[src/rtl/qbve_pkg.sv]
`default_nettype none
package qbve_pkg;
  localparam int MaxBatchQuads  = 8192;
  localparam int TextureSlots   = 32;
  localparam int SineTableDepth = 256;
  localparam int SlotW  = 5;
  localparam int IdxW   = 8;
  localparam int SlotCells = TextureSlots - 1;

  typedef enum logic [1:0] {
    CMD_DRAW  = 2'd0,
    CMD_END   = 2'd1,
    CMD_CLEAR = 2'd2,
    CMD_NONE  = 2'd3
  } cmd_t;

  typedef enum logic [2:0] {
    ST_IDLE, ST_LOOKUP, ST_END, ST_ROT, ST_MUL, ST_VERT
  } state_t;

  // Match cell request travelling along the slot chain.
  typedef struct packed {
    logic        valid;
    logic [15:0] tex;
    logic        hit;
    logic [5:0]  hit_slot;
  } probe_t;

  // Quarter-wave sine polynomial, evaluated at elaboration for table entries.
  function automatic logic [16:0] quarter_sine(input logic [16:0] t);
    logic [63:0] t2, v;
    begin
      t2 = ({47'd0, t} * {47'd0, t}) >> 16;
      v  = (64'd5223 * t2) >> 16;
      v  = 64'd42334 - v;
      v  = (v * t2) >> 16;
      v  = 64'd102944 - v;
      v  = (v * {47'd0, t}) >> 16;
      quarter_sine = (v > 64'd65536) ? 17'd65536 : v[16:0];
    end
  endfunction

  // Signed Q16 sine of table entry i.
  function automatic logic signed [17:0] sine_entry(input logic [IdxW-1:0] i);
    logic [17:0] q;
    logic [16:0] t, m;
    begin
      q = {i, 10'd0};
      t = {1'b0, q[15:0]};
      m = q[16] ? quarter_sine(17'd65536 - t) : quarter_sine(t);
      sine_entry = q[17] ? -$signed({1'b0, m}) : $signed({1'b0, m});
    end
  endfunction
endpackage
`default_nettype wire

[src/rtl/qbve_slot_cell.sv]
`default_nettype none
module qbve_slot_cell
  import qbve_pkg::*;
(
  input  wire logic       clk,
  input  wire logic [5:0] my_slot,
  input  wire logic       wr,
  input  wire logic [15:0] wr_tex,
  input  wire logic [5:0] used,
  input  wire probe_t     pin,
  output probe_t          pout
);
  logic [15:0] tex;

  // Entry storage; undefined until written.
  always_ff @(posedge clk) begin
    if (wr) tex <= wr_tex;
  end

  // Compare and hand the probe to the next cell.
  always_ff @(posedge clk) begin
    if (pin.valid && !pin.hit && my_slot < used && tex == pin.tex) begin
      pout <= '{valid: pin.valid, tex: pin.tex, hit: 1'b1, hit_slot: my_slot};
    end else begin
      pout <= pin;
    end
  end
endmodule
`default_nettype wire

[config.mk]
export PLATFORM = sky130hd
export DESIGN_NAME = qbve_slot_cell
export DESIGN_NICKNAME = d
export VERILOG_FILES = /design/src/rtl/qbve_pkg.sv /design/src/rtl/qbve_slot_cell.sv
export SDC_FILE = /design/constraint.sdc
export NUM_CORES = 1
export LEC_CHECK = 0
export ABC_AREA = 1
export BUFFER_PORTS_ARGS = -buffer_cell sky130_fd_sc_hd__buf_4
export CAP_MARGIN = 40
export CORE_UTILIZATION = 46
export DETAILED_ROUTE_END_ITERATION = 6
export GPL_ROUTABILITY_DRIVEN = 0
export PLACE_DENSITY = 0.78
export REMOVE_ABC_BUFFERS = 1
export SYNTH_ARGS = -nofsm -noshare
export SYNTH_HDL_FRONTEND = slang
export SYNTH_SLANG_ARGS = --single-unit
[constraint.sdc]
create_clock -name clk -period 2.1 [get_ports clk]
set_clock_uncertainty 0.2 [all_clocks]
set_input_delay 0.42 -clock clk [delete_from_list [all_inputs] [get_ports clk]]
set_output_delay 0.42 -clock clk [all_outputs]
set_load 0.01 [all_outputs]
## Word level (Yosys, flattened, before mapping)

Cells that the tools add are included.
W data, S select, Z words.

| word-level totals | value |
|---|---|
| register bits after elaboration | 40 |
| input bits | 54 |
| output and inout bits | 24 |
| word-level logic and storage cells | 12 |

| cells by class | value |
|---|---|
| order comparisons | 1 |
| eq/ne operators | 1 |
| mux-type cells | 1 |
| reduce and logical (&&, ||, !) cells | 4 |

Operators with widths:

| cell | count |
|---|---|
| $eq A16 B16 Y1 | 1 |
| $lt A6 B6 Y1 | 1 |
| $mux W6 | 1 |
| $logic_and A1 B1 Y1 | 3 |
| $logic_not A1 Y1 | 1 |

## Logic depth before layout (Yosys ltp)

Gate-level depths: netlist of the first run.

| depth | value |
|---|---|
| depth in word-level cells | 5 |
| mapped depth | 10 |

## Worst setup path after synthesis of the first run

OpenSTA, ideal clock, no wires.

| timing path | value |
|---|---|
| path type | input-to-reg |
| start | input used[5] |
| end | register pout[0] (netlist bit) |
| data arrival time | 1.372 ns |
| required time | 1.787 ns |
| path slack | 0.415 ns |
| stages on the path | 10 |
| path through | inv_1 -> ha_1 -> nand2_1 -> inv_1 -> a21oi_1 -> nand2_1 -> nor2_2 -> nand3_4 -> nand2_1 -> nand2_1 |

| between the ends | value |
|---|---|
| longest elaborated chain between the ends | 4 |

RTL lines:

| element | line | RTL |
|---|---|---|
| from (decl) | qbve_slot_cell.sv:9 | `input wire logic [5:0] used,` |
| $lt A6 B6 Y1 | qbve_slot_cell.sv:22 | `if (pin.valid && !pin.hit && my_slot < used && tex == pin.tex) begin` |
| $logic_and A1 B1 Y1 (2 in series) | qbve_slot_cell.sv:22 |  |
| $mux W6 | qbve_slot_cell.sv:22 |  |
| to (signal assigned) | qbve_slot_cell.sv:23 | `pout <= '{valid: pin.valid, tex: pin.tex, hit: 1'b1, hit_slot: my_slot};` |
| to (signal assigned) | qbve_slot_cell.sv:25 | `pout <= pin;` |
| to (decl) | qbve_slot_cell.sv:11 | `output probe_t pout` |

Every way passes these cells.
A chain may end at the register's enable or synchronous reset.

## Worst setup path in the final report of the first run

| timing path | value |
|---|---|
| start | input my_slot[5] |
| end | register pout[1] (netlist bit) |

| between the ends | value |
|---|---|
| longest elaborated chain between the ends | 4 |

RTL lines:

| element | line | RTL |
|---|---|---|
| from (decl) | qbve_slot_cell.sv:6 | `input wire logic [5:0] my_slot,` |
| $lt A6 B6 Y1 | qbve_slot_cell.sv:22 |  |
| $logic_and A1 B1 Y1 (2 in series) | qbve_slot_cell.sv:22 |  |
| $mux W6 | qbve_slot_cell.sv:22 |  |

Every way passes these cells.

==> results of run 1 <==
## logic make-up after synthesis
| group | count (synthesis) |
|---|---|
| AO/OA/AOI/OAI | 1 |
| adder cells (fa/ha/maj) | 5 |
| buffers and inverters | 50 |
| flip-flops | 40 |
| AND/OR/NAND/NOR | 128 |
## Yosys cell counts
library cell  number
edfxtp_1          16
nand2_2            2
nand2_1           90
nor2_4             2
nor2_1            16
nand3b_1           1
ha_1               5
nand3_4            1
a21oi_1            1
inv_1             44
nand3_1           12
inv_2              4
nor2_2             4
dfxtp_1           24
clkinv_1           2
## worst max-delay path: stages
cell	delay, ps
buf_4	110
ha_1	310
nand2_1	100
inv_1	60
a21oi_1	150
nand2_1	90
nor2_2	130
nand3_4	120
nand2_1	80
nand2_1	50
## sequential cells by signal (all words and copies together), names as in the netlist
name and flops:
pout 24, tex 16
## area by class of cell
cell class / instances / area share (%)
timing repair buffer: 77 / 23.3
clock inverter: 3 / 0.555
inverter: 50 / 7.57
multi-input combinational: 134 / 24.6
tap: 48 / 2.42
clock buffer: 5 / 2.77
sequential: 40 / 38.7
## power groups by stage
stage / sequential (mW) / combinational [mW] / clock [mW]
6_report: 0.878 / 0.278 / 0.478
5_1_grt: 0.882 / 0.313 / 0.531
4_1_cts: 0.878 / 0.281 / 0.496
3_5_place_dp: 0.896 / 0.280 / 0
3_3_place_gp: 0.894 / 0.273 / 0
2_1_floorplan: 0.907 / 0.117 / 0
## per-layer routing
| metal | share of wire (%) | up-vias | wire [microns] | GRT usage, % |
|---|---|---|---|---|
| met5 | 0 | - | 0 | 0 |
| met4 | 2.0 | 0 | 67 | 8.52 |
| met3 | 7.9 | 5 | 269 | 7.14 |
| met2 | 49 | 52 | 1680 | 32.3 |
| met1 | 41 | 662 | 1400 | 19.0 |
| li1 | - | 828 | - | - |
## per-stage QoR
stage                     total power [mW]  setup slack (ps)  instances  utilization [%]
after floorplan                       1.02               415        224                -
after global placement                1.17               244        349             65.5
after detailed placement              1.18               179        349             65.5
after CTS                             1.65               495        357             67.7
after global routing                  1.73               377        357             67.7
final                                 1.63               490        357             67.7
## worst paths after layout
check	from	end	slack, ps	cells past startpoint
worst max register to register	tex[14]	pout[1]	640	8
worst min register to register	tex[11]	pout[6]	630	7
worst max-delay path	my_slot[5]	pout[1]	490	10
worst min-delay path	pin[8]	pout[8]	40	1
==> impl_results.md, run 1 <==
* Switching portion of total power at between 20% and 30%
* Final Hold Fails at 0
* DR DRC count at 0
* Clock power frac at between 20% and 30%
* Critical path required time at ~2100 ps
* H-Tree Depth at 2
* XOR/XNOR Fraction of Synth Area at 0%
* FF+latch count, synth at 40
* Fin nets at approximately 370
* FF+latch area at 961 sq um
* Post-cts resize count at 0
* Avg WL per Cell at approximately 9.6 microns
* P_sw at between 0.4 and 0.5 mW
* DP Wirelength at approximately 2800 microns
* Relative slew slack at about 83%
* # clock sinks at 40
* Clk_lat worst skew at 290 ps
* Clock Tree Root: clkbuf_8
* Design area at approximately 2500 sq um
* CTS tree: built
* DR iter-0 viols at 91
* Synthesized netlist cell count at 224
* Worst-Margin Slew at approximately 260 ps
* Most frequent cells in the layout: nand2_1, buf_4, inv_1, dfxtp_1
* Largest net degree at the start of global routing at 17
* Vias in the first global route at between 1000 and 1500
* Int Pwr at about 1.2 mW
* Logic gate share of total power at around 17%
* Vias per cell at 4.33
* Cell area after synthesis at between 1500 and 2000 sq um
* CTS max path bufs at 2
* Status: completed
* Post-synthesis sequential area ratio at 54.6%
* Row cnt at 22
* Worst Setup Start Kind: input pin
* Worst min-delay path class: in2reg
* Cell variety after synth at 15
* Syn avg cell area at 7.85 sq um
* PortBufs at 77
* Chip width at between 60 and 70 microns
* DIE HEIGHT at 63.8 microns
* Number of CTS-inserted buffers at 5
* Final min period at 1610 ps
* Setup violators final at 0
* Sequential share of power at 53.8%
* N_diodes at 0
* Yosys warnings at 0
* Hold Slack at approximately 40 ps
* Power per standard cell area at between 600 and 700 nW/um^2
* Leak at between 1 and 1.5 nW
* Starting density of the core at between 40 and 50%
* First-pass DRT Iterations at 4
* Post-Synth Adder-Cell Area at between 3 and 4%
* Most common cell after layout, fill and taps aside: nand2_1
* Reg clk slew, reported paths at 70 ps
* Grt ovf at 0
* Post-placement cell area at between 2000 and 2500 sq um
* Hold buffers post-CTS at 0
* CP endpoint kind: flop
* # IOs at 78
* Routed via count at 1547
* Final Routed Wirelength at about 3400 microns
* Worst-path fanout max at 7
* Core area at 3660 sq um
* Setup TNS at 0 ps
* Fin. max-slew vios at 0
* Layout area overhead at 41.0%
* Maximum clock frequency at 621 MHz
* Filler cells at about 330
* Part of the cycle the worst path needs at approximately three quarters
* GR Util All Layers at ~18%
* Setup Buffers After CTS at 0
* Layout cells sized above 1 at around a third
* Max IR drop VDD at roughly 0.00057 V
* Share of the synthesized area in the top cell type at a little over a quarter
* Largest family of logic cells by synthesized area: simple AND/OR/NAND/NOR gates
* Die Area at 4080 sq um
* Worst EP arrival at ~1600 ps
* Synth top area cells: dfxtp_1, edfxtp_1, nand2_1
* Synth Area in Compound Gates at 0.284%
* Final ANT Viol Nets at 0
* Global-route wire length before repair at between 5000 and 6000 microns
* Synth Area in Simple Gates at 30.9%
* Antenna violations before repair at 0
* Multi-input logic area at 611 sq um
* Max_cap viols at 0
* Mux share of post-synthesis cell area at 0%
* RSZ-0062 raised after global routing: false
* CP Class: in2reg
* Leading area contributor after synthesis: dfxtp_1
No activity file was read; power rests on OpenSTA's default activity.
==> run 2, diff against run 1 <==
--- a/config.mk
+++ b/config.mk
@@ -8,10 +8,10 @@
 export ABC_AREA = 1
 export BUFFER_PORTS_ARGS = -buffer_cell sky130_fd_sc_hd__buf_4
 export CAP_MARGIN = 40
-export CORE_UTILIZATION = 46
+export CORE_UTILIZATION = 42
 export DETAILED_ROUTE_END_ITERATION = 6
 export GPL_ROUTABILITY_DRIVEN = 0
-export PLACE_DENSITY = 0.78
+export PLACE_DENSITY = 0.75
 export REMOVE_ABC_BUFFERS = 1
 export SYNTH_ARGS = -nofsm -noshare
 export SYNTH_HDL_FRONTEND = slang
==> constraint.sdc (replaced) <==
create_clock -name clk -period 1.31 [get_ports clk]
set_clock_uncertainty 0.2 [all_clocks]
set_input_delay 0.262 -clock clk [delete_from_list [all_inputs] [get_ports clk]]
set_output_delay 0.262 -clock clk [all_outputs]
set_load 0.01 [all_outputs]
==> run 2 against run 1 <==
Net effect:
- the run now ends with negative setup slack left
- combinational power increased by 110%
- final area rose by 21%
- final cell count is 13% higher
- via count rose by 14%
- worst hold slack got worse by 39 ps
==> impl_results.md, run 2 (synthesized netlist as in run 1, its figures left out) <==
* Final Routed Wirelength at 4490 microns (was 3420 microns)
* Number of CTS-inserted buffers at 5 (unchanged)
* Setup Buffers After CTS at 0 (unchanged)
* GR Util All Layers at 21.5% (was 18.4%)
* Layout cells sized above 1 at 33.1% (was 31.4%)
* DR DRC count at 0 (unchanged)
* DIE HEIGHT at 66.7 microns (was 63.8 microns)
* CTS max path bufs at 2 (unchanged)
* # IOs at 78 (unchanged)
* H-Tree Depth at 2 (unchanged)
* Status: complete, but fails checks (was completed)
* Most flops, register: pout (unchanged)
* PortBufs at 77 (unchanged)
* Critical path required time at 1300 ps (was 2100 ps)
* Most frequent cells in the layout: buf_4, nand2_1, inv_1, dlygate4sd3_1, dfxtp_1 (was nand2_1, buf_4, inv_1, dfxtp_1)
* Grt ovf at 0 (unchanged)
* Vias in the first global route at 1672 (was 1379)
* CTS tree: built (unchanged)
* Largest regs: pout x24, tex x16 (unchanged)
* Part of the cycle the worst path needs at 115%
* Total power at 3.11 mW (was 1.63 mW)
* Max IR drop VDD at 0.000827 V (was 0.000574 V)
* Worst-Margin Slew at 243 ps (was 255 ps)
* Largest net degree at the start of global routing at 17 (unchanged)
* Clk_lat worst skew at 300 ps (was 290 ps)
* Worst-path fanout max at 7 (unchanged)
* RSZ-0062 raised after global routing: true (was false)
* Most common cell after layout, fill and taps aside: buf_4 (was nand2_1)
* Final setup margin at -194 ps (was 490 ps)
* N_diodes at 0 (unchanged)
* Die Area at 4450 sq um (was 4080 sq um)
* Maximum clock frequency at 665 MHz
* Worst min-delay path class: in2reg (unchanged)
* Worst EP arrival at 1500 ps (was 1610 ps)
* CP endpoint kind: flop (unchanged)
* Row cnt at 23 (was 22)
* Layout area overhead at 71.1% (was 41.0%)
* Final min period at roughly 1500 ps
* Fin cells at 403 (was 357)
* Filler cells at 283 (was 334)
* Final ANT Viol Nets at 0 (unchanged)
* Final Hold Fails at 0 (unchanged)
* Failing checks: negative setup slack
* Reg clk slew, reported paths at 80 ps (was 70 ps)
* DP Wirelength at 2960 microns (was 2770 microns)
* Avg WL per Cell at 11.1 microns (was 9.58 microns)
* Global-route wire length before repair at 6930 microns (was 5540 microns)
* Core area at 4000 sq um (was 3660 sq um)
* Inst Count DP at 356 (was 349)
* Worst Setup Start Kind: flop (was input pin)
* CP Class: reg2reg (was in2reg)
* Setup violators final at 7 (was 0)
* Relative slew slack at 83.8% (was 83.0%)
* Leak at 1.61 nW (was 1.40 nW)
* # clock sinks at 40 (unchanged)
* Post-layout util at 75.2% (was 67.7%)
* Worst slack, placed at -446 ps (was 179 ps)
* First-pass DRT Iterations at 4 (unchanged)
* Vias per cell at 4.38 (was 4.33)
* Power per standard cell area at 1030 nW/um^2 (was 659 nW/um^2)
* Largest register FFs at 24 (unchanged)
* DR iter-0 viols at 106 (was 91)
* Fin. max-slew vios at 0 (unchanged)
* Fin nets at 411 (was 367)
* Antenna violations before repair at 0 (unchanged)
* Chip width at 66.7 microns (was 63.8 microns)
* Max_cap viols at 0 (unchanged)
* Routed via count at 1765 (was 1547)
* Setup TNS at -1230 ps (was 0 ps)
* Starting density of the core at 44.0% (was 48.1%)
* Clock Tree Root: clkbuf_8 (unchanged)
[run 2: cell count changes in the layout (fill, tap and decap cells not counted), sizes merged]
| cell | previous run | this run |
|---|---|---|
| clkbuf | 5 | 7 |
| clkinv | 5 | 2 |
| bufinv | 0 | 1 |
| dlygate4sd3 | 0 | 39 |
| buf | 77 | 82 |
[run 2: layout make-up]
cell class	instances	area [sq um]	share of cell area, %
multi-input cells	134	666	22.1
inverters	50	188	6.24
flip-flops and latches	40	961	31.9
repair buffers	121	1010	33.4
clock inverters	1	30.0	0.998
well taps	50	62.6	2.08
clock buffers	7	96.3	3.20
[run 2: per-layer routing]
metal | global-route usage (%) | share of wire (%) | vias to the layer above | routed length [microns]
li1 | - | - | 918 | -
met1 | 23.4 | 40 | 777 | 1790
met2 | 38.3 | 52 | 61 | 2350
met3 | 5.65 | 5.4 | 9 | 241
met4 | 10.4 | 2.3 | 0 | 104
met5 | 0 | 0 | - | 0
[run 2: worst max-delay path, cell delays in order, from the launching register on]
cell and delay (ps):
edfxtp_1 430, nand2_1 90, nand2_1 60, nor2_2 100
nand2_1 70, nor2_2 160, nand3_4 150, nand2_2 80
nand2_1 50
[run 2: per-stage QoR]
stage	area (sq um)	hold WS, ps
5_1_grt	3010	19.0
6_report	3010	1.22
2_1_floorplan	1760	89.7
3_3_place_gp	2440	184
3_5_place_dp	2440	187
4_1_cts	2990	0.419
[run 2: worst paths after layout]
kind	start	to	slack, ps	cells past startpoint
setup / recovery	tex[14]	pout[1]	-190	8
hold / removal	my_slot[3]	pout[3]	1	3
setup reg to reg	tex[14]	pout[1]	-190	8
hold reg to reg	tex[12]	pout[3]	640	7
[run 2: power breakdown]
part           internal, mW  switching, mW  total, mW
Combinational         0.328          0.259      0.587
Sequential             1.38         0.0327       1.41
Clock                 0.672          0.437       1.11
[run 2: repair_timing]
item	in CTS	in global routing
resized for setup	7	7
hold endpoints to repair	39	0
endpoints found under the setup margin	7	7
pin swaps	17	10
hold buffers	39	0
